[config.mk]
export PLATFORM = sky130hd
export DESIGN_NAME = i2c_register_access_master
export DESIGN_NICKNAME = d
export VERILOG_FILES = /design/src/rtl/core/i2cram_pkg.sv /design/src/rtl/core/i2cram_engine.sv /design/src/rtl/core/i2c_register_access_master.sv
export SDC_FILE = /design/constraint.sdc
export NUM_CORES = 1
export LEC_CHECK = 0
export BUFFER_PORTS_ARGS = -buffer_cell sky130_fd_sc_hd__buf_2
export CORE_UTILIZATION = 48
export CTS_CLUSTER_SIZE = 30
export DETAILED_ROUTE_END_ITERATION = 8
export PLACE_DENSITY = 0.77
export SLEW_MARGIN = 15
export SYNTH_ARGS = -nofsm -noshare
export SYNTH_HDL_FRONTEND = slang
export SYNTH_SLANG_ARGS = --single-unit
[constraint.sdc]
create_clock -name clk -period 10.79 [get_ports clk]
set_clock_uncertainty 0.05 [all_clocks]
set_input_delay 0.5395 -clock clk [delete_from_list [all_inputs] [get_ports clk]]
set_output_delay 0.5395 -clock clk [all_outputs]
set_load 0.02 [all_outputs]
[src/rtl/core/i2cram_pkg.sv]
`timescale 1ns / 1ps
// ----------------------------------------------------------------------------
// i2cram_pkg
// Shared types and constants for the I2C register access master.
// ----------------------------------------------------------------------------
package i2cram_pkg;

  localparam int QUEUE_DEPTH = 16;
  localparam int QIDX_W      = $clog2(QUEUE_DEPTH);
  localparam logic [7:0] MSB_MASK = 8'h80;

  // item kinds carried on tuser
  localparam logic [1:0] KIND_TICK  = 2'd0;
  localparam logic [1:0] KIND_QUEUE = 2'd1;
  localparam logic [1:0] KIND_START = 2'd2;

  // configuration register indexes
  localparam logic [1:0] CFG_DEVICE_ADDRESS  = 2'd0;
  localparam logic [1:0] CFG_TICKS_PER_PHASE = 2'd1;

  // frame steps inside one transaction
  localparam logic [1:0] FS_ADDR_W = 2'd0;
  localparam logic [1:0] FS_REG    = 2'd1;
  localparam logic [1:0] FS_ADDR_R = 2'd2;
  localparam logic [1:0] FS_DATA_W = 2'd3;

  typedef enum logic [15:0] {
    PH_IDLE  = 16'h0001,
    PH_ST_A  = 16'h0002,
    PH_ST_B  = 16'h0004,
    PH_ST_C  = 16'h0008,
    PH_TX_LO = 16'h0010,
    PH_TX_HI = 16'h0020,
    PH_AK_LO = 16'h0040,
    PH_AK_HI = 16'h0080,
    PH_RX_LO = 16'h0100,
    PH_RX_HI = 16'h0200,
    PH_MA_LO = 16'h0400,
    PH_MA_HI = 16'h0800,
    PH_RS_A  = 16'h1000,
    PH_SP_A  = 16'h2000,
    PH_SP_B  = 16'h4000,
    PH_SP_C  = 16'h8000
  } phase_t;

  typedef struct packed {
    logic [1:0] kind;
    logic       sda_sample;
    logic [7:0] byte_value;
    logic       is_read;
    logic [7:0] reg_addr;
    logic [4:0] length;
  } item_t;

  typedef struct packed {
    logic       scl_level;
    logic       sda_level;
    logic       busy_res;
    logic       read_valid;
    logic [7:0] read_byte;
    logic       last_byte;
    logic       done_res;
    logic       nack_error;
  } result_t;

  typedef struct packed {
    logic [6:0] device_address;
    logic [9:0] ticks_per_phase;
  } cfg_t;

endpackage

[src/rtl/core/i2cram_engine.sv]
`timescale 1ns / 1ps
// ----------------------------------------------------------------------------
// i2cram_engine
// Bus phase sequencer, write queue and transaction state; one item per step.
// ----------------------------------------------------------------------------
module i2cram_engine (
  input  logic              clk,
  input  logic              rst_n,
  input  logic              step,
  input  i2cram_pkg::item_t item,
  input  i2cram_pkg::cfg_t  cfg,
  output i2cram_pkg::result_t res
);
  import i2cram_pkg::*;

  phase_t     phase_r, phase_nxt;
  logic [9:0] ticks_r, ticks_nxt;
  logic [3:0] bit_r, bit_nxt;
  logic [4:0] bidx_r, bidx_nxt;
  logic [7:0] shift_r, shift_nxt;
  logic [4:0] fill_r, fill_nxt;
  logic [7:0] hreg_r, hreg_nxt;
  logic [4:0] hlen_r, hlen_nxt;
  logic       hdir_r, hdir_nxt;
  logic [1:0] fstep_r, fstep_nxt;
  logic       perr_r, perr_nxt;

  logic [7:0] queue [QUEUE_DEPTH];
  logic [7:0] q_rd_r;
  logic       q_we;

  logic [9:0] limit;
  logic [9:0] ticks_inc;
  logic [3:0] bit_inc;
  logic [5:0] bidx_inc;
  logic       ackbit;
  logic [4:0] lw_idx;
  logic [7:0] tx_shifted;
  logic [7:0] rx_shifted;
  logic [4:0] start_len;

  // queue is only written while idle; the entry for the next write byte is
  // read ahead, and index and contents hold for a whole byte time
  always_ff @(posedge clk) begin
    if (q_we) begin
      queue[fill_r[QIDX_W-1:0]] <= item.byte_value;
    end
    q_rd_r <= queue[lw_idx[QIDX_W-1:0]];
  end

  always_ff @(posedge clk) begin
    if (!rst_n) begin
      phase_r <= PH_IDLE;
      ticks_r <= '0;
      bit_r   <= '0;
      bidx_r  <= '0;
      shift_r <= '0;
      fill_r  <= '0;
      hreg_r  <= '0;
      hlen_r  <= '0;
      hdir_r  <= 1'b0;
      fstep_r <= FS_ADDR_W;
      perr_r  <= 1'b0;
    end else if (step) begin
      phase_r <= phase_nxt;
      ticks_r <= ticks_nxt;
      bit_r   <= bit_nxt;
      bidx_r  <= bidx_nxt;
      shift_r <= shift_nxt;
      fill_r  <= fill_nxt;
      hreg_r  <= hreg_nxt;
      hlen_r  <= hlen_nxt;
      hdir_r  <= hdir_nxt;
      fstep_r <= fstep_nxt;
      perr_r  <= perr_nxt;
    end
  end

  assign limit      = (cfg.ticks_per_phase == '0) ? 10'd1 : cfg.ticks_per_phase;
  assign ticks_inc  = ticks_r + 10'd1;
  assign bit_inc    = bit_r + 4'd1;
  assign bidx_inc   = {1'b0, bidx_r} + 6'd1;
  assign ackbit     = (bidx_inc >= {1'b0, hlen_r});
  assign tx_shifted = {shift_r[6:0], 1'b0};
  assign rx_shifted = {shift_r[6:0], item.sda_sample};
  assign lw_idx     = (fstep_r == FS_REG) ? 5'd0 : bidx_inc[4:0];
  assign start_len  = (!item.is_read && item.length > 5'(QUEUE_DEPTH)) ?
                      5'(QUEUE_DEPTH) : item.length;
  assign q_we       = step && (item.kind == KIND_QUEUE) && (phase_r == PH_IDLE) &&
                      (fill_r < 5'(QUEUE_DEPTH));

  always_comb begin
    phase_nxt = phase_r;
    ticks_nxt = ticks_r;
    bit_nxt   = bit_r;
    bidx_nxt  = bidx_r;
    shift_nxt = shift_r;
    fill_nxt  = fill_r;
    hreg_nxt  = hreg_r;
    hlen_nxt  = hlen_r;
    hdir_nxt  = hdir_r;
    fstep_nxt = fstep_r;
    perr_nxt  = perr_r;
    res.scl_level  = 1'b1;
    res.sda_level  = 1'b1;
    res.read_valid = 1'b0;
    res.read_byte  = '0;
    res.last_byte  = 1'b0;
    res.done_res   = 1'b0;
    res.nack_error = 1'b0;

    // line drive comes from the phase held before this item
    case (phase_r)
      PH_ST_B:  res.sda_level = 1'b0;
      PH_ST_C:  begin res.scl_level = 1'b0; res.sda_level = 1'b0; end
      PH_TX_LO: begin res.scl_level = 1'b0; res.sda_level = |(shift_r & MSB_MASK); end
      PH_TX_HI: res.sda_level = |(shift_r & MSB_MASK);
      PH_AK_LO: res.scl_level = 1'b0;
      PH_RX_LO: res.scl_level = 1'b0;
      PH_RS_A:  res.scl_level = 1'b0;
      PH_MA_LO: begin res.scl_level = 1'b0; res.sda_level = ackbit; end
      PH_MA_HI: res.sda_level = ackbit;
      PH_SP_A:  begin res.scl_level = 1'b0; res.sda_level = 1'b0; end
      PH_SP_B:  res.sda_level = 1'b0;
      default:  ;
    endcase

    case (item.kind)
      KIND_QUEUE: begin
        if (q_we) fill_nxt = fill_r + 5'd1;
      end
      KIND_START: begin
        if (phase_r == PH_IDLE) begin
          hdir_nxt  = item.is_read;
          hreg_nxt  = item.reg_addr;
          hlen_nxt  = start_len;
          if (!item.is_read) fill_nxt = '0;
          bidx_nxt  = '0;
          bit_nxt   = '0;
          fstep_nxt = FS_ADDR_W;
          perr_nxt  = 1'b0;
          shift_nxt = {cfg.device_address, 1'b0};
          phase_nxt = PH_ST_A;
          ticks_nxt = '0;
        end
      end
      KIND_TICK: begin
        if (phase_r != PH_IDLE) begin
          ticks_nxt = ticks_inc;
          if (ticks_inc >= limit) begin
            ticks_nxt = '0;
            case (phase_r)
              PH_ST_A:  phase_nxt = PH_ST_B;
              PH_ST_B:  phase_nxt = PH_ST_C;
              PH_ST_C:  begin bit_nxt = '0; phase_nxt = PH_TX_LO; end
              PH_TX_LO: phase_nxt = PH_TX_HI;
              PH_TX_HI: begin
                shift_nxt = tx_shifted;
                bit_nxt   = bit_inc;
                phase_nxt = (bit_inc >= 4'd8) ? PH_AK_LO : PH_TX_LO;
              end
              PH_AK_LO: phase_nxt = PH_AK_HI;
              PH_AK_HI: begin
                case (fstep_r)
                  FS_ADDR_W: begin
                    if (item.sda_sample) begin
                      perr_nxt  = 1'b1;
                      phase_nxt = PH_SP_A;
                    end else begin
                      fstep_nxt = FS_REG;
                      shift_nxt = hreg_r;
                      bit_nxt   = '0;
                      phase_nxt = PH_TX_LO;
                    end
                  end
                  FS_ADDR_R: begin
                    bidx_nxt = '0;
                    if (hlen_r != '0) begin
                      shift_nxt = '0;
                      bit_nxt   = '0;
                      phase_nxt = PH_RX_LO;
                    end else begin
                      phase_nxt = PH_SP_A;
                    end
                  end
                  default: begin
                    // register ack (write path) or data ack share the queue fetch
                    if (fstep_r == FS_REG && hdir_r) begin
                      fstep_nxt = FS_ADDR_R;
                      shift_nxt = {cfg.device_address, 1'b1};
                      phase_nxt = PH_RS_A;
                    end else if (fstep_r == FS_DATA_W && item.sda_sample) begin
                      perr_nxt  = 1'b1;
                      phase_nxt = PH_SP_A;
                    end else begin
                      fstep_nxt = FS_DATA_W;
                      bidx_nxt  = lw_idx;
                      if (lw_idx < hlen_r && lw_idx < 5'(QUEUE_DEPTH)) begin
                        shift_nxt = q_rd_r;
                        bit_nxt   = '0;
                        phase_nxt = PH_TX_LO;
                      end else begin
                        phase_nxt = PH_SP_A;
                      end
                    end
                  end
                endcase
              end
              PH_RX_LO: phase_nxt = PH_RX_HI;
              PH_RX_HI: begin
                shift_nxt = rx_shifted;
                bit_nxt   = bit_inc;
                if (bit_inc >= 4'd8) begin
                  res.read_valid = 1'b1;
                  res.read_byte  = rx_shifted;
                  res.last_byte  = ackbit;
                  phase_nxt      = PH_MA_LO;
                end else begin
                  phase_nxt = PH_RX_LO;
                end
              end
              PH_MA_LO: phase_nxt = PH_MA_HI;
              PH_MA_HI: begin
                bidx_nxt = bidx_inc[4:0];
                if (bidx_inc[4:0] < hlen_r) begin
                  shift_nxt = '0;
                  bit_nxt   = '0;
                  phase_nxt = PH_RX_LO;
                end else begin
                  phase_nxt = PH_SP_A;
                end
              end
              PH_RS_A: phase_nxt = PH_ST_A;
              PH_SP_A: phase_nxt = PH_SP_B;
              PH_SP_B: phase_nxt = PH_SP_C;
              PH_SP_C: begin
                res.done_res   = 1'b1;
                res.nack_error = perr_r;
                perr_nxt       = 1'b0;
                phase_nxt      = PH_IDLE;
              end
              default: phase_nxt = PH_IDLE;
            endcase
          end
        end
      end
      default: ;
    endcase

    res.busy_res = (phase_nxt != PH_IDLE);
  end

endmodule

[src/rtl/core/i2c_register_access_master.sv]
`timescale 1ns / 1ps
// ----------------------------------------------------------------------------
// i2c_register_access_master
// I2C master for register writes and reads on a single slave, driven by
// a stream of tick, queue-byte and start items.
// ----------------------------------------------------------------------------
// Usage:
//   in_*  : one item per transfer. in_tuser = kind (tick, queue byte, start).
//           Ticks carry the sampled SDA level and advance the bus sequencer.
//   out_* : exactly one result per accepted item, in order, carrying the
//           SCL/SDA drive, busy, received byte and done/NACK flags.
//           out_tlast marks the final received byte of a read.
//   cfg_* : register writes (index 0 device address, 1 ticks per phase),
//           always ready; write only while no transaction is running.
// Path: an accepted item lands in the input register, is processed there
//   by the engine as it moves on, and its result is registered in the output
//   register, which drives out_*.
// Throughput: one item per cycle; the input register and the output
//   register each hold while the next stage is stalled, so a stalled
//   receiver backs up into in_tready only once both are full.
// Reset (rst_n low, synchronous): sequencer idle, queue empty, config back
//   to address 104 and four ticks per phase. Queue contents are not cleared.
// ----------------------------------------------------------------------------
module i2c_register_access_master (
  input  logic        clk,
  input  logic        rst_n,
  // input stream
  input  logic        in_tvalid,
  output logic        in_tready,
  input  logic [23:0] in_tdata,   // sda_sample, byte_value[8], is_read,
                                  // reg_addr[8], length[5], pad
  input  logic [1:0]  in_tuser,   // kind
  // result stream
  output logic        out_tvalid,
  input  logic        out_tready,
  output logic [15:0] out_tdata,  // scl_level, sda_level, busy_res, read_valid,
                                  // read_byte[8], done_res, nack_error, pad
  output logic        out_tlast,  // last_byte
  // configuration writes
  input  logic        cfg_valid,
  output logic        cfg_ready,
  input  logic [1:0]  cfg_addr,
  input  logic [9:0]  cfg_data
);
  import i2cram_pkg::*;

  logic    in_v_r;
  item_t   in_item_r;
  logic    out_v_r;
  result_t out_res_r;
  cfg_t    cfg_r;
  result_t res;
  logic    advance;
  logic    in_fire;

  // input register moves on whenever the output register can take a result
  assign advance   = in_v_r && (!out_v_r || out_tready);
  assign in_tready = !in_v_r || advance;
  assign in_fire   = in_tvalid && in_tready;
  assign cfg_ready = 1'b1;

  always_ff @(posedge clk) begin
    if (!rst_n) begin
      cfg_r.device_address  <= 7'd104;
      cfg_r.ticks_per_phase <= 10'd4;
    end else if (cfg_valid) begin
      case (cfg_addr)
        CFG_DEVICE_ADDRESS:  cfg_r.device_address  <= cfg_data[6:0];
        CFG_TICKS_PER_PHASE: cfg_r.ticks_per_phase <= cfg_data;
        default: ;
      endcase
    end
  end

  always_ff @(posedge clk) begin
    if (!rst_n) begin
      in_v_r <= 1'b0;
    end else if (in_tready) begin
      in_v_r <= in_tvalid;
    end
  end

  always_ff @(posedge clk) begin
    if (in_fire) begin
      in_item_r.kind       <= in_tuser;
      in_item_r.sda_sample <= in_tdata[0];
      in_item_r.byte_value <= in_tdata[8:1];
      in_item_r.is_read    <= in_tdata[9];
      in_item_r.reg_addr   <= in_tdata[17:10];
      in_item_r.length     <= in_tdata[22:18];
    end
  end

  i2cram_engine u_engine (
    .clk   (clk),
    .rst_n (rst_n),
    .step  (advance),
    .item  (in_item_r),
    .cfg   (cfg_r),
    .res   (res)
  );

  always_ff @(posedge clk) begin
    if (!rst_n) begin
      out_v_r <= 1'b0;
    end else if (advance) begin
      out_v_r <= 1'b1;
    end else if (out_tready) begin
      out_v_r <= 1'b0;
    end
  end

  always_ff @(posedge clk) begin
    if (advance) begin
      out_res_r <= res;
    end
  end

  assign out_tvalid = out_v_r;
  assign out_tlast  = out_res_r.last_byte;
  assign out_tdata  = {2'b00,
                       out_res_r.nack_error,
                       out_res_r.done_res,
                       out_res_r.read_byte,
                       out_res_r.read_valid,
                       out_res_r.busy_res,
                       out_res_r.sda_level,
                       out_res_r.scl_level};

endmodule
# After elaboration in Yosys (flattened, before gate mapping)
# Memory sizes are Yosys's and may differ from the RTL's. A register that Yosys moved wholly into a read port is not among the register bits.
# Index checks and enable logic that the tools add are counted.
[classes] n_lt_le_gt_ge=8 eq_ne=52 n_reduce_logical=41 mux=83 add_sub_neg=4
[op_table] operator="16-bit case mux with 14 select lines" n=1
[op_table] operator="16-bit 2-to-1 mux" n=5
[op_table] operator="8-bit 2-to-1 mux" n=9
[op_table] operator="16-bit case mux with 2 select lines" n=2
[op_table] operator="14-bit 2-to-1 mux" n=4
[op_table] operator="10-bit 2-to-1 mux" n=5
[op_table] operator="5-bit 2-to-1 mux" n=10
[op_table] operator="5-bit case mux with 2 select lines" n=4
[op_table] operator="4-bit 2-to-1 mux" n=9
[op_table] operator="16-bit by 1-bit != test with 1-bit output, second input constant" n=2
[op_table] operator="8-bit case mux with 2 select lines" n=2
[op_table] operator="8-bit case mux with 4 select lines" n=1
[op_table] operator="4-bit != test, second input constant" n=5
[op_table] operator="10-bit case mux with 2 select lines" n=1
[op_table] operator="9-bit AND reduction" n=2
[op_table] operator="16-bit by 1-bit == test with 1-bit output, second input constant" n=1
[op_table] operator="16-bit by 10-bit == test with 1-bit output, second input constant" n=1
[op_table] operator="16-bit by 11-bit == test with 1-bit output, second input constant" n=1
[op_table] operator="16-bit by 12-bit == test with 1-bit output, second input constant" n=1
[op_table] operator="16-bit by 13-bit == test with 1-bit output, second input constant" n=1
[op_table] operator="16-bit by 14-bit == test with 1-bit output, second input constant" n=1
[op_table] operator="16-bit by 15-bit == test with 1-bit output, second input constant" n=1
[op_table] operator="16-bit == test, second input constant" n=1
[op_table] operator="16-bit by 2-bit == test with 1-bit output, second input constant" n=1
[op_table] operator="other kinds (54)" n=117
[totals] n_memories=1 regBits=124 mem_bits_rw=128 output_inout_bits=20
[memory_table] name="u_engine.queue" words=16 width=8 read_ports=1 rd_ports_with_merged_regs=1 wr=1 line="i2cram_engine.sv:28" text="logic [7:0] queue [QUEUE_DEPTH];"

# Depth between registers and ports, before layout
[logic_depth] word_depth=13 depth_mapped=15 depth_no_buf=13

# Cells and area by module
# Synthesis repeated with hierarchy kept, for this count alone.
[unflattened] cells_unflattened=1054 area_unflattened_um2=11855.1
[by_module_without_submodules] module="i2cram_engine" area_each_um2=9843.2 cells_each=929 seq_area_each_um2=5305.1 n_inst=1
[by_module_without_submodules] module="i2c_register_access_master" area_each_um2=2011.9 cells_each=125 seq_area_each_um2=1581.5 n_inst=1

# Worst setup path after synthesis
# No wires, ideal clock.
[synth_path] path_type="flip-flop to flip-flop" from="register u_engine.ticks_r[0]" to="register u_engine.phase_r[7]" path_stages_with_launch=14 required_time_ns=10.623 arrival_ns=3.244 setup_ns=0.117 setup_slack_ns=7.379 n_path_buf=1 period_less_slack_ns=3.411 cell_sequence="dfxtp_1 > and3_1 > and3_1 > and3_1 > nand3_1 > xnor2_1 > ha_1 > a2111oi_0 > nor3b_1 > or2_2 > nor4_2 > and3_1 > buf_2 > a32o_1"
[synth_via] elab_chain_cells=5
[synth_rtl] element="from (decl)" line="i2cram_engine.sv:17" text="logic [9:0] ticks_r, ticks_nxt;"
[synth_rtl] element="from (signal assigned)" line="i2cram_engine.sv:66" text="ticks_r <= ticks_nxt;"
[synth_rtl] element="10-bit by 1-bit adder with 10-bit output" line="i2cram_engine.sv:80" text="assign ticks_inc = ticks_r + 10'd1;"
[synth_rtl] element="10-bit >= comparator" line="i2cram_engine.sv:150" text="if (ticks_inc >= limit) begin"
[synth_rtl] element="16-bit 2-to-1 mux" line="i2cram_engine.sv:150"
[synth_rtl] element="16-bit 2-to-1 mux" line="i2cram_engine.sv:148" text="if (phase_r != PH_IDLE) begin"
[synth_rtl] element="16-bit case mux with 2 select lines" line="i2cram_engine.sv:128" text="case (item.kind)"
[synth_rtl] element="to (signal assigned)" line="i2cram_engine.sv:65" text="phase_r <= phase_nxt;"
[synth_rtl] element="to (decl)" line="i2cram_engine.sv:16" text="phase_t phase_r, phase_nxt;"
# Every way passes these cells.
# A chain may end at the register's enable or synchronous reset.

# Worst setup path in the final report
[layout_path] from="register u_engine.fstep_r[0]" to="register u_engine.bit_r[0]"
[layout_via] elab_chain_cells=6 word_cells_on_any_way=21 classes_between="order compare (2); eq/ne (8); mux (6); reduce/logical (5)"
[layout_rtl] element="from (decl)" line="i2cram_engine.sv:25" text="logic [1:0] fstep_r, fstep_nxt;"
[layout_rtl] element="from (signal assigned)" line="i2cram_engine.sv:74" text="fstep_r <= fstep_nxt;"
[layout_rtl] element="2-bit by 1-bit == test with 1-bit output (tied with other cells)" line="i2cram_engine.sv:86, i2cram_engine.sv:188"
[layout_rtl] element="5-bit 2-to-1 mux / 4-bit case mux with 2 select lines (equally long branches)" line="i2cram_engine.sv:86, i2cram_engine.sv:164"
[layout_rtl] element="5-bit less-than comparator / 4-bit case mux with 4 select lines (equally long branches)" line="i2cram_engine.sv:198, i2cram_engine.sv:152"
[layout_rtl] element="1-bit logical AND / 4-bit 2-to-1 mux (equally long branches)" line="i2cram_engine.sv:198, i2cram_engine.sv:150"
[layout_rtl] element="5-bit by 4-bit != test with 1-bit output (no source line) / 4-bit 2-to-1 mux (equally long branches)"
[layout_rtl] element="12-bit AND reduction (no source line) / 4-bit case mux with 2 select lines (equally long branches)"
[layout_rtl] element="to (signal assigned)" line="i2cram_engine.sv:67" text="bit_r <= bit_nxt;"
[layout_rtl] element="to (decl)" line="i2cram_engine.sv:18" text="logic [3:0] bit_r, bit_nxt;"
# Parallel ways exist; a longest one is shown, timed or not. The select of a mux whose other input is x is not followed.

==> impl_metrics.yaml <==
run_status:
  status: "complete, no violations"
synthesis:
  synth_area_sq_um: 12030
  async_flop_share_pct: 0
  ys_ff_latch: 260
  synthCells: 1072
  avgSynthCellArea_sq_um: 11.22
  synth_edf_count: 168
  synth.distinct_cells: 73
  yosysWarnings: 0
  synthFlopType: "edfxtp_1"
  ys_seq_area_share_pct: 57.23
power:
  total_power_mw: 2.001
  power_leakage_nw: 4.813
  ir_worst_vdd_uv: 136.9
  p_per_area_nw_per_um2: 150.3
  seq_power_share_pct: 54.5
  swShare_pct: 21.19
  p_switching_mw: 0.4240
  internal_power_mw: 1.577
  p_comb_share_pct: 3.9
  clkPwrFrac_pct: 41.6
cells_and_area:
  final_nets: 1176
  final_cell_area_sq_um: 13310
  final_cells: 1447
  diodes: 0
  areaGrowthSynthToFinish_pct: 10.65
  layout_commonest_cell: "edfxtp_1"
  drive_gt1_share_pct: 14.69
  final_cell_mix: "edfxtp_1 (168), nand2_1 (97), nor2_1 (97)"
detailed_routing:
  viasPerCell: 5.938
  finalWirelength_microns: 26460
  num_vias: 8592
  final_antenna_net_count: 0
  drt_iter0_drc: 837
  wire_per_inst_microns: 18.29
  drc_errors: 0
  firstDrtPassIters: 5
sta:
  rsz0062_at_grt: "false"
  fin_crit_ns: 4.337
  setup_viol_count_final: 0
  postLayoutSetupSlackWorst_ns: 6.453
  fmaxAchievable_mhz: 230.6
  maxSlewHeadroom_pct: 24.14
  tns_ns: 0
  period_share_pct: 40.19
  report.final.hold_viol_count: 0
  worst_slew_pin_slew_ns: 1.129
  slew_viol_final: 0
cts:
  hold_buffers: 0
  cts_resized: 0
  cts-buffers-inserted: 25
  path_clk_slew_ns: 0.07
  root_buffer: "clkbuf_16"
  clkLatencyLatePin_ns: 0.52
  clockBufferDepth: 3
  htree_levels: 1
  cts_num_sinks: 260
  post-cts-setup-buffer-count: 0
  cts_tree: "yes"
setup_path:
  cp-start-kind: "flip-flop"
  path_buf_inv: 1
  worstSetupEndpointType: "flip-flop"
  slowest_delay_ns: 0.92
  path_cells: "nand2b_1 > nand2_1 > clkinv_1 > ha_1 > a21oi_1 > nor2_1 > a221oi_1 > nand4_1 > a41oi_1 > nand2_1 > mux2i_1"
  path_max_fanout: 32
  crit_top_cell: "nand2_1"
  reg2reg_setup_slack_ns: 6.45
  arrival_ns: 4.69
  critPathKind: "reg2reg"
  path_delay_family: "simple AND/OR/NAND/NOR gates"
  worstPathRequired_ns: 11.14
  slowest_stage: "dfxtp_1"
placement:
  dp_cells: 1404
  port_buffers: 58
  dp_hpwl_microns: 17960
  place_congestion: 0.9020
  post-place-ws_ns: 6.579
  placedInstanceArea_sq_um: 12540
floorplanning:
  fp-row-count: 57
  boundaryPins: 63
  die_x_microns: 160.3
  die_h_microns: 160.3
  start_util_pct: 49.19
  core_area_sq_um: 24460
  dieArea_sq_um: 25710
flow_run:
  maxCapViolations: 0
global_routing:
  antenna_found_initial: 0
  grt_max_degree: 58
  grt_pass1_wl_microns: 42220
  grt-ovfl-total: 0
  grt.total_usage_pct: 20.54
  grt_pass1_vias: 8182
min_path:
  hp-class: "in2reg"
-- cells by family after synthesis --
kind of cell    after synthesis  share of synthesized area [%]
simple gates                369                          15.72
buf+inv                      96                          3.473
mux                          78                          6.821
compound gates              222                          12.60
other cells                   2                        0.06241
xor+xnor                     19                          1.383
flops                       260                          57.23
fa+ha+maj                    26                          2.704
-- synthesized netlist by cell type, types with 7 or more instances --
master | instances | share of area [%]
inv_1 | 26 | 0.81
nor3_1 | 20 | 0.83
a22oi_1 | 9 | 0.56
nand4_1 | 12 | 0.62
nand3b_1 | 10 | 0.62
nor2b_1 | 16 | 0.83
nor4_1 | 9 | 0.47
nand3_1 | 26 | 1.1
a211oi_1 | 9 | 0.56
edfxtp_1 | 168 | 42
nor2_1 | 97 | 3.0
mux2_2 | 32 | 3.0
buf_2 | 10 | 0.42
a221oi_1 | 9 | 0.66
xor2_1 | 13 | 0.95
nand2b_1 | 11 | 0.57
mux2i_1 | 46 | 3.8
o21ai_0 | 34 | 1.4
dfxtp_1 | 92 | 15
nor3b_1 | 8 | 0.50
a31oi_1 | 12 | 0.62
nand2_1 | 97 | 3.0
ha_1 | 26 | 2.7
clkbuf_1 | 39 | 1.2
nor4b_1 | 8 | 0.58
a221o_1 | 7 | 0.58
a31o_2 | 8 | 0.58
o211ai_1 | 11 | 0.69
and3_1 | 13 | 0.68
o221ai_1 | 17 | 1.2
and2_1 | 15 | 0.78
buf_1 | 7 | 0.22
a21oi_1 | 63 | 2.6
-- per-layer routing --
metal	routed length [microns]	part of all wire [%]	vias up	global-route usage (%)
li1	-	-	4072	-
met1	11710	44	4082	28.80
met2	12110	46	380	32.89
met3	1887	7.1	58	2.841
met4	756	2.9	0	6.840
met5	0	0	-	0
-- power groups by stage --
| stage | clock network, mW | registers, mW | logic (mW) |
|---|---|---|---|
| 5_1_grt | 0.872 | 1.09 | 0.0867 |
| 6_report | 0.832 | 1.09 | 0.0790 |
| 2_1_floorplan | 0 | 1.11 | 0.0528 |
| 3_3_place_gp | 0 | 1.11 | 0.0762 |
| 4_1_cts | 0.840 | 1.09 | 0.0784 |
| 3_5_place_dp | 0 | 1.11 | 0.0778 |
-- state kept, by name, summed over array words and instances, names as in the netlist, 8 cells and up --
| signal | count |
|---|---|
| out_tdata | 14 |
| u_engine.hreg_r | 8 |
| u_engine.q_rd_r | 8 |
| u_engine.queue | 128 |
| in_item_r | 25 |
| u_engine.phase_r | 16 |
| u_engine.ticks_r | 10 |
| cfg_r | 17 |
| u_engine.shift_r | 8 |
-- worst paths after layout --
kind / from / endpoint / cells after the start
setup / recovery: u_engine.fstep_r[0] / u_engine.bit_r[0] / 11
hold / removal: in_tdata[22] / in_item_r[4] / 1
setup reg to reg: u_engine.fstep_r[0] / u_engine.bit_r[0] / 11
hold reg to reg: u_engine.hreg_r[4] / u_engine.hreg_r[4] / 2
-- area by class of cell --
cell class | instances | area [sq um]
clock buffers | 32 | 693.2
clock inverters | 11 | 82.58
fillers | 1997 | 11150
inverters | 31 | 116.4
multi-input cells | 717 | 4733
flip-flops and latches | 260 | 6888
well taps | 324 | 405.4
repair buffers | 72 | 395.4
-- stage by stage --
step	hold WS (ns)	util, %
6_report	0.1444	54.43
5_1_grt	0.1297	54.43
4_1_cts	0.1313	54.42
3_5_place_dp	0.3924	51.25
3_3_place_gp	0.3899	51.25
2_1_floorplan	0.3773	-
No activity file was read; power rests on OpenSTA's default activity.
